**src/design/fsc_pkg.sv**
```systemverilog
// Shared types, signature tables and brand decoding for the file signature classifier.
// No dependencies; used by fsc_scan and file_signature_classifier.
`default_nettype none

package fsc_pkg;

	localparam int HEADER_BYTES = 32;
	localparam int POS_W        = $clog2(HEADER_BYTES + 1);
	localparam int NUM_SIGS     = 17;
	localparam int ISO_SIG      = 9;
	localparam int PAT_DEPTH    = 16;

	// ISO base media brand offsets, as byte counts after the brand's last byte
	localparam int MAJOR_END        = 12;
	localparam int COMPAT_FIRST_END = 20;

	typedef logic [3:0] fmt_t;

	localparam fmt_t FMT_UNKNOWN = 4'd0;
	localparam fmt_t FMT_JPEG    = 4'd1;
	localparam fmt_t FMT_PNG     = 4'd2;
	localparam fmt_t FMT_BMP     = 4'd3;
	localparam fmt_t FMT_GIF     = 4'd4;
	localparam fmt_t FMT_TIFF    = 4'd5;
	localparam fmt_t FMT_ICO     = 4'd6;
	localparam fmt_t FMT_WEBP    = 4'd7;
	localparam fmt_t FMT_HEIF    = 4'd8;
	localparam fmt_t FMT_AVIF    = 4'd9;
	localparam fmt_t FMT_JPEG_XL = 4'd10;
	localparam fmt_t FMT_ZIP     = 4'd11;
	localparam fmt_t FMT_7Z      = 4'd12;
	localparam fmt_t FMT_RAR     = 4'd13;

	typedef logic [1:0] brand_t;

	localparam brand_t BRAND_NONE = 2'd0;
	localparam brand_t BRAND_AVIF = 2'd1;
	localparam brand_t BRAND_HEIF = 2'd2;

	typedef struct packed {
		fmt_t code;
		logic is_image;
		logic is_archive;
	} fsc_result_t;

	localparam logic [3:0] SIG_LEN [NUM_SIGS] = '{
		4'd3, 4'd8, 4'd2, 4'd6, 4'd6, 4'd4, 4'd4, 4'd4, 4'd12,
		4'd12, 4'd2, 4'd4, 4'd4, 4'd4, 4'd6, 4'd7, 4'd8
	};

	localparam logic [PAT_DEPTH-1:0] SIG_CARE [NUM_SIGS] = '{
		16'h0007, 16'h00FF, 16'h0003, 16'h003F, 16'h003F, 16'h000F, 16'h000F,
		16'h000F, 16'h0F0F, 16'h00F0, 16'h0003, 16'h000F, 16'h000F, 16'h000F,
		16'h003F, 16'h007F, 16'h00FF
	};

	localparam logic [7:0] SIG_PAT [NUM_SIGS][PAT_DEPTH] = '{
		'{0: 8'hFF, 1: 8'hD8, 2: 8'hFF, default: 8'h00},
		'{0: 8'h89, 1: 8'h50, 2: 8'h4E, 3: 8'h47, 4: 8'h0D, 5: 8'h0A, 6: 8'h1A,
			7: 8'h0A, default: 8'h00},
		'{0: 8'h42, 1: 8'h4D, default: 8'h00},
		'{0: 8'h47, 1: 8'h49, 2: 8'h46, 3: 8'h38, 4: 8'h37, 5: 8'h61, default: 8'h00},
		'{0: 8'h47, 1: 8'h49, 2: 8'h46, 3: 8'h38, 4: 8'h39, 5: 8'h61, default: 8'h00},
		'{0: 8'h49, 1: 8'h49, 2: 8'h2A, 3: 8'h00, default: 8'h00},
		'{0: 8'h4D, 1: 8'h4D, 2: 8'h00, 3: 8'h2A, default: 8'h00},
		'{0: 8'h00, 1: 8'h00, 2: 8'h01, 3: 8'h00, default: 8'h00},
		'{0: 8'h52, 1: 8'h49, 2: 8'h46, 3: 8'h46, 8: 8'h57, 9: 8'h45, 10: 8'h42,
			11: 8'h50, default: 8'h00},
		'{4: 8'h66, 5: 8'h74, 6: 8'h79, 7: 8'h70, default: 8'h00},
		'{0: 8'hFF, 1: 8'h0A, default: 8'h00},
		'{0: 8'h50, 1: 8'h4B, 2: 8'h03, 3: 8'h04, default: 8'h00},
		'{0: 8'h50, 1: 8'h4B, 2: 8'h05, 3: 8'h06, default: 8'h00},
		'{0: 8'h50, 1: 8'h4B, 2: 8'h07, 3: 8'h08, default: 8'h00},
		'{0: 8'h37, 1: 8'h7A, 2: 8'hBC, 3: 8'hAF, 4: 8'h27, 5: 8'h1C, default: 8'h00},
		'{0: 8'h52, 1: 8'h61, 2: 8'h72, 3: 8'h21, 4: 8'h1A, 5: 8'h07, 6: 8'h00,
			default: 8'h00},
		'{0: 8'h52, 1: 8'h61, 2: 8'h72, 3: 8'h21, 4: 8'h1A, 5: 8'h07, 6: 8'h01,
			7: 8'h00, default: 8'h00}
	};

	// ISO entry has no code of its own; the brands decide it
	localparam fmt_t SIG_CODE [NUM_SIGS] = '{
		FMT_JPEG, FMT_PNG, FMT_BMP, FMT_GIF, FMT_GIF, FMT_TIFF, FMT_TIFF, FMT_ICO,
		FMT_WEBP, FMT_UNKNOWN, FMT_JPEG_XL, FMT_ZIP, FMT_ZIP, FMT_ZIP, FMT_7Z,
		FMT_RAR, FMT_RAR
	};

	function automatic brand_t brand_kind(input logic [31:0] w);
		brand_t k;
		k = BRAND_NONE;
		if (w == 32'h61766966 || w == 32'h61766973) begin
			k = BRAND_AVIF;
		end else if (w == 32'h68656963 || w == 32'h68656978 ||
			w == 32'h68657663 || w == 32'h68657678 ||
			w == 32'h6D696631 || w == 32'h6D736631) begin
			k = BRAND_HEIF;
		end
		return k;
	endfunction

	function automatic fmt_t kind_code(input brand_t k);
		fmt_t c;
		case (k)
			BRAND_AVIF: c = FMT_AVIF;
			BRAND_HEIF: c = FMT_HEIF;
			default:    c = FMT_UNKNOWN;
		endcase
		return c;
	endfunction

endpackage

`default_nettype wire

```
**src/design/file_signature_classifier.sv**
```systemverilog
// Result path: a last beat's result goes through the input register, then scan logic into the
// result register, which it enters only when that register is free.
// Throughput: one beat per cycle; the input stalls only when a last beat waits
// on a result register that is still held by result_stall.
// Reset (arst_n low): both registers empty, scan state back to the start of a file.
// Top level; instantiates fsc_scan, uses fsc_pkg.
`default_nettype none

module file_signature_classifier (
	input  wire logic       clk,
	input  wire logic       arst_n,
	input  wire logic       byte_valid,
	output logic            byte_stall,
	input  wire logic [7:0] data_byte,
	input  wire logic       byte_present,
	input  wire logic       last,
	output logic            result_valid,
	input  wire logic       result_stall,
	output logic [3:0]      format_code,
	output logic            is_image,
	output logic            is_archive
);

	logic                 valid_s1;
	logic [7:0]           byte_s1;
	logic                 present_s1;
	logic                 last_s1;
	logic                 out_free;
	logic                 advance;
	logic                 in_accept;
	fsc_pkg::fsc_result_t res;
	fsc_pkg::fsc_result_t res_q;

	assign out_free   = !result_valid || !result_stall;
	assign advance    = valid_s1 && (!last_s1 || out_free);
	assign byte_stall = valid_s1 && !advance;
	assign in_accept  = byte_valid && !byte_stall;

	always_ff @(posedge clk or negedge arst_n) begin
		if (!arst_n) begin
			valid_s1 <= 1'b0;
		end else if (in_accept) begin
			valid_s1 <= 1'b1;
		end else if (advance) begin
			valid_s1 <= 1'b0;
		end
	end

	always_ff @(posedge clk) begin
		if (in_accept) begin
			byte_s1    <= data_byte;
			present_s1 <= byte_present;
			last_s1    <= last;
		end
	end

	fsc_scan u_scan (
		.clk          (clk),
		.arst_n       (arst_n),
		.advance      (advance),
		.data_byte    (byte_s1),
		.byte_present (present_s1),
		.last         (last_s1),
		.result       (res)
	);

	always_ff @(posedge clk or negedge arst_n) begin
		if (!arst_n) begin
			result_valid <= 1'b0;
		end else if (advance && last_s1) begin
			result_valid <= 1'b1;
		end else if (!result_stall) begin
			result_valid <= 1'b0;
		end
	end

	always_ff @(posedge clk) begin
		if (advance && last_s1) begin
			res_q <= res;
		end
	end

	assign format_code = res_q.code;
	assign is_image    = res_q.is_image;
	assign is_archive  = res_q.is_archive;

endmodule

`default_nettype wire

```
**src/design/fsc_scan.sv**
```systemverilog
// Header scan state: position, per-signature match flags, byte window, brands.
// Updates on each advanced beat and classifies on the last one. Uses fsc_pkg.
`default_nettype none

module fsc_scan (
	input  wire logic                  clk,
	input  wire logic                  arst_n,
	input  wire logic                  advance,
	input  wire logic [7:0]            data_byte,
	input  wire logic                  byte_present,
	input  wire logic                  last,
	output fsc_pkg::fsc_result_t       result
);

	logic [fsc_pkg::POS_W-1:0]    pos_q, pos_nx;
	logic [fsc_pkg::NUM_SIGS-1:0] alive_q, alive_nx;
	logic [31:0]                  win_q, win_nx;
	fsc_pkg::brand_t              major_q, major_nx;
	fsc_pkg::brand_t              compat_q, compat_nx;
	logic                         take;
	logic                         done;
	fsc_pkg::fmt_t                code;

	always_comb begin
		take      = byte_present && (pos_q < fsc_pkg::POS_W'(fsc_pkg::HEADER_BYTES));
		pos_nx    = pos_q;
		alive_nx  = alive_q;
		win_nx    = win_q;
		major_nx  = major_q;
		compat_nx = compat_q;
		if (take) begin
			for (int s = 0; s < fsc_pkg::NUM_SIGS; s++) begin
				if (pos_q < fsc_pkg::POS_W'(fsc_pkg::SIG_LEN[s]) &&
					fsc_pkg::SIG_CARE[s][pos_q[3:0]] &&
					data_byte != fsc_pkg::SIG_PAT[s][pos_q[3:0]]) begin
					alive_nx[s] = 1'b0;
				end
			end
			win_nx = {win_q[23:0], data_byte};
			pos_nx = pos_q + 1'b1;
			if (pos_nx == fsc_pkg::POS_W'(fsc_pkg::MAJOR_END)) begin
				major_nx = fsc_pkg::brand_kind(win_nx);
			end
			// compatible brands end on every fourth byte from offset 20
			if (pos_nx >= fsc_pkg::POS_W'(fsc_pkg::COMPAT_FIRST_END) &&
				pos_nx[1:0] == 2'b00 && compat_q == fsc_pkg::BRAND_NONE) begin
				compat_nx = fsc_pkg::brand_kind(win_nx);
			end
		end
	end

	// first live signature in priority order whose length the header covers; ISO needs a brand
	always_comb begin
		code = fsc_pkg::FMT_UNKNOWN;
		done = 1'b0;
		for (int s = 0; s < fsc_pkg::NUM_SIGS; s++) begin
			if (!done && alive_nx[s] &&
				pos_nx >= fsc_pkg::POS_W'(fsc_pkg::SIG_LEN[s])) begin
				if (s == fsc_pkg::ISO_SIG) begin
					if (major_nx != fsc_pkg::BRAND_NONE) begin
						code = fsc_pkg::kind_code(major_nx);
						done = 1'b1;
					end else if (compat_nx != fsc_pkg::BRAND_NONE) begin
						code = fsc_pkg::kind_code(compat_nx);
						done = 1'b1;
					end
				end else begin
					code = fsc_pkg::SIG_CODE[s];
					done = 1'b1;
				end
			end
		end
	end

	assign result.code       = code;
	assign result.is_image   = (code != fsc_pkg::FMT_UNKNOWN) && (code <= fsc_pkg::FMT_JPEG_XL);
	assign result.is_archive = (code >= fsc_pkg::FMT_ZIP) && (code <= fsc_pkg::FMT_RAR);

	always_ff @(posedge clk or negedge arst_n) begin
		if (!arst_n) begin
			pos_q    <= '0;
			alive_q  <= '1;
			win_q    <= '0;
			major_q  <= fsc_pkg::BRAND_NONE;
			compat_q <= fsc_pkg::BRAND_NONE;
		end else if (advance) begin
			if (last) begin
				pos_q    <= '0;
				alive_q  <= '1;
				win_q    <= '0;
				major_q  <= fsc_pkg::BRAND_NONE;
				compat_q <= fsc_pkg::BRAND_NONE;
			end else begin
				pos_q    <= pos_nx;
				alive_q  <= alive_nx;
				win_q    <= win_nx;
				major_q  <= major_nx;
				compat_q <= compat_nx;
			end
		end
	end

endmodule

`default_nettype wire
```
**config.mk**
```make
export PLATFORM = sky130hd
export DESIGN_NAME = file_signature_classifier
export DESIGN_NICKNAME = d
export VERILOG_FILES = /design/src/design/fsc_pkg.sv /design/src/design/file_signature_classifier.sv /design/src/design/fsc_scan.sv
export SDC_FILE = /design/constraint.sdc
export NUM_CORES = 1
export LEC_CHECK = 0
export BUFFER_PORTS_ARGS = -buffer_cell sky130_fd_sc_hd__buf_2
export CAP_MARGIN = 30
export CORE_MARGIN = 3
export CORE_UTILIZATION = 34
export CTS_CLUSTER_DIAMETER = 200
export CTS_CLUSTER_SIZE = 12
export DETAILED_ROUTE_END_ITERATION = 7
export PLACE_DENSITY = 0.57
export SLEW_MARGIN = 15
export SYNTH_ARGS = -nofsm -noshare
export SYNTH_HDL_FRONTEND = slang
export SYNTH_SLANG_ARGS = --single-unit
export TNS_END_PERCENT = 20
```
**constraint.sdc**
```tcl
create_clock -name clk -period 4.4 [get_ports clk]
set_input_delay 0.88 -clock clk [delete_from_list [all_inputs] [get_ports clk]]
set_output_delay 0.88 -clock clk [all_outputs]
set_load 0.005 [all_outputs]
```
==> out/results.md <==
| Quantity | Reported | Unit |
|---|---|---|
| Area growth from synthesis to layout | 8.854 | % |
| Vias post-DR | 4,956 | - |
| Number of nets at the end of the flow | 654 | - |
| CTS buffer count | 9 | - |
| Yosys synthesis warning count | 0 | - |
| Final worst path period need | 3.591 | ns |
| Most used flip-flop cell after synthesis | sky130_fd_sc_hd__dfrtp_1 | - |
| Final TNS setup | 0 | ns |
| Area taken by multi-input logic gates | 3328 | sq um |
| Total GRT Usage | 18.52 | % |
| Register clock-pin slew on the reported worst setup and hold paths | 0.06 | ns |
| Global-route wire length before repair | 26,290 | um |
| Horiz. Die Dim | 133.5 | um |
| Max Fclk | 278.5 | MHz |
| Cell with the most instances after synthesis | sky130_fd_sc_hd__nand2_1 | - |
| Post-CTS setup buffer count | 0 | - |
| Final setup violation count | 0 | - |
| Max Clock Skew | 0.007017 | ns |
| Initial cell density of the core | 35.56 | % |
| Leak pwr | 0.002404 | uW |
| Power per standard cell area | 443.5 | nW/um^2 |
| Initial DRC Count | 415 | - |
| Core Area | 15,540 | sq um |
| Seq/Total Area, Yosys | 33.08 | % |
| Layout cell share with drive strength beyond 1 | 17.27 | % |
| CP Data Required Time | 4.48 | ns |
| Number of antenna violations at the first check in global routing | 0 | - |
| Number of inserted filler cells in the final layout | 1,627 | - |
| Combined flip-flop and latch cell area | 1828 | sq um |
| Total of flip-flops plus latches after synthesis | 69 | - |
| Endpoint kind of the worst setup timing path | flop | - |
| Detailed-route DRC error count | 0 | - |
| Antenna Cells | 0 | - |
| Arrival time reported for the critical path endpoint | 3.67 | ns |
| Number of library cell types mapped by synthesis | 95 | - |
| Vias per std cell | 5.886 | - |
| Routed len/inst | 19.48 | um |
| Number of gates resized after CTS | 0 | - |
| Placer Congestion | 0.9348 | - |
| Normalized max-slew margin | 42.19 | % |
| Cell at the root of the clock tree | sky130_fd_sc_hd__clkbuf_16 | - |
| IR drop worst, VDD | 0.0002141 | V |
| Vias in the first global route | 4,722 | - |
| H-tree depth | 3 | - |
| Post-Syn Area per Cell | 8.784 | sq um |
| Largest cells by area after synthesis | sky130_fd_sc_hd__dfrtp_1 16%, sky130_fd_sc_hd__edfxtp_1 8.7%, sky130_fd_sc_hd__dfstp_2 8.1%, sky130_fd_sc_hd__nand2_1 4.3%, sky130_fd_sc_hd__a22o_1 4.0% | - |
| Total power consumption of the routed design | 2667 | uW |
| Instance count of the mapped netlist | 629 | - |
| Post-route clock period utilization | 81.62 | % |
| Pre-antenna DRT Iters | 5 | - |
| Standard-cell rows | 45 | - |
| Category of the worst setup path launch point | flop | - |
| Io pins | 22 | - |
| Maximum buffer depth of the clock tree | 2 | - |
| Result of the run | finished, final reports clean | - |
| Biggest fanout along the worst timing path | 17 | - |
| Hold crit path type | flop to flop | - |
| Minimum setup slack among reg-to-reg paths | 0.81 | ns |
| Post-synth net total | 657 | - |
| Crit Path Class | flop to flop | - |
| Share of Yosys cell area claimed by the top area cell type | 16.30 | % |
| Maximum number of pins on one net before global-route repair | 54 | - |
| Die height | 133.5 | um |
| Routed wire length | 16,400 | um |
| Number of max-cap violations | 0 | - |
| HPWL after DPL | 11,490 | um |
| Commonest cells post-synth | 64 x sky130_fd_sc_hd__nand2_1, 47 x sky130_fd_sc_hd__nor2_1, 36 x sky130_fd_sc_hd__dfrtp_1, 35 x sky130_fd_sc_hd__a21oi_1, 28 x sky130_fd_sc_hd__o21ai_0 | - |
| TritonCTS clock tree | built | - |
| Post-synth ARST share | 76.81 | % |
| Setup repair after global routing missed its margin | false | - |
| Total die area | 17,820 | sq um |
| Number of enable-type register cells in the synthesized netlist | 16 | - |
| Clock sink count | 69 | - |
| Buffers added on ports | 21 | - |
| Cell type contributing the most total cell area after synthesis | sky130_fd_sc_hd__dfrtp_1 | - |
| Sum of overflow across all layers after global routing | 0 | - |
| Remaining antenna violation count | 0 | - |
| Final Hold Vio Count | 0 | - |
| Transition time at the pin with the least slew margin | 0.8671 | ns |
| Post-synthesis instance area | 5525 | sq um |
| Hold buffer count at CTS | 0 | - |
| Max Transition Viols Final | 0 | - |
| Insertion delay to the later sink of the worst-skew pair | 0.34 | ns |
==> kinds of logic after synthesis <==
group | count (synthesis) | synth area share [%]
buffers and inverters | 71 | 6.680
muxes | 9 | 1.744
DFF | 69 | 33.08
xor gates and xnor gates | 31 | 5.050
adders and majority gates | 14 | 3.170
and+or+nand+nor | 250 | 25.41
AOI/OAI and AO/OA | 185 | 24.86
==> critical path, cell delays in order, from the launching register on <==
cell,delay [ns]
sky130_fd_sc_hd__dfrtp_1,0.38
sky130_fd_sc_hd__buf_4,0.25
sky130_fd_sc_hd__ha_1,0.23
sky130_fd_sc_hd__inv_1,0.08
sky130_fd_sc_hd__ha_1,0.43
sky130_fd_sc_hd__nand3_1,0.11
sky130_fd_sc_hd__nor3_1,0.37
sky130_fd_sc_hd__mux2i_1,0.34
sky130_fd_sc_hd__ha_1,0.28
sky130_fd_sc_hd__nand2_1,0.10
sky130_fd_sc_hd__a21oi_2,0.16
sky130_fd_sc_hd__nor2_1,0.05
sky130_fd_sc_hd__and4bb_4,0.34
sky130_fd_sc_hd__o211a_1,0.18
sky130_fd_sc_hd__a31oi_1,0.04
==> final cells by class <==
| class | count | area share (%) |
|---|---|---|
| clock buffers | 12 | 4.098 |
| clock inverters | 4 | 0.7905 |
| inverters | 20 | 1.248 |
| multi-input cells | 489 | 55.34 |
| flip-flops and latches | 69 | 30.39 |
| well taps | 211 | 4.389 |
| repair buffers | 37 | 3.745 |
==> sequential cells by signal (all words and copies together) (netlist names) <==
register,count
byte_s1,8
format_code,4
is_archive,1
is_image,1
last_s1,1
present_s1,1
result_valid,1
u_scan.alive_q,17
u_scan.compat_q,2
u_scan.major_q,2
u_scan.pos_q,6
u_scan.win_q,24
valid_s1,1
==> metal layers <==
metal | vias to the layer above | track usage [%] | part of all wire, %
li1 | 2314 | - | -
met1 | 2420 | 25.93 | 46
met2 | 196 | 27.91 | 45
met3 | 26 | 3.927 | 6.6
met4 | 0 | 7.371 | 3.2
met5 | - | 0 | 0
==> placed cells by master, fill, tap and decap left out, types with 12 or more instances in the layout <==
| master | instances |
|---|---|
| sky130_fd_sc_hd__nand2_1 | 64 |
| sky130_fd_sc_hd__nor2_1 | 47 |
| sky130_fd_sc_hd__dfrtp_1 | 36 |
| sky130_fd_sc_hd__a21oi_1 | 35 |
| sky130_fd_sc_hd__o21ai_0 | 28 |
| sky130_fd_sc_hd__a22o_1 | 25 |
| sky130_fd_sc_hd__xnor2_1 | 22 |
| sky130_fd_sc_hd__buf_2 | 21 |
| sky130_fd_sc_hd__nand3_1 | 20 |
| sky130_fd_sc_hd__inv_1 | 18 |
| sky130_fd_sc_hd__dfstp_2 | 17 |
| sky130_fd_sc_hd__edfxtp_1 | 16 |
| sky130_fd_sc_hd__buf_4 | 16 |
| sky130_fd_sc_hd__nor3_1 | 14 |
| sky130_fd_sc_hd__nand2b_1 | 14 |
| sky130_fd_sc_hd__ha_1 | 14 |
| sky130_fd_sc_hd__nor2b_1 | 12 |
| sky130_fd_sc_hd__a31oi_1 | 12 |
==> worst paths after layout <==
check	start	end	depth (start not counted)
worst max-delay path	u_scan.pos_q[1]	is_image	14
worst min-delay path	u_scan.alive_q[6]	u_scan.alive_q[6]	2
worst max register to register	u_scan.pos_q[1]	is_image	14
worst min register to register	u_scan.alive_q[6]	u_scan.alive_q[6]	2
max in group asynchronous	arst_n	u_scan.pos_q[4]	2
min in group asynchronous	arst_n	u_scan.win_q[15]	2
==> per-stage QoR <==
| step | setup WS (ns) | instance area [sq um] | hold slack (ns) | std cells | util [%] |
|---|---|---|---|---|---|
| after CTS | 0.8172 | 6015 | 0.4654 | 842 | 38.70 |
| after floorplan | 1.108 | 5525 | 0.4368 | 629 | - |
| after global placement | 0.9865 | 5720 | 0.4504 | 826 | 36.81 |
| after detailed placement | 0.8393 | 5720 | 0.4550 | 826 | 36.81 |
| final | 0.8088 | 6015 | 0.4606 | 842 | 38.70 |
| after global routing | 0.5040 | 6015 | 0.4870 | 842 | 38.70 |
==> power breakdown <==
part	internal [uW]	switching, uW
combinational	424	687
sequential	763	66.8
clock	452	275
(Power assumes the default switching activity.)
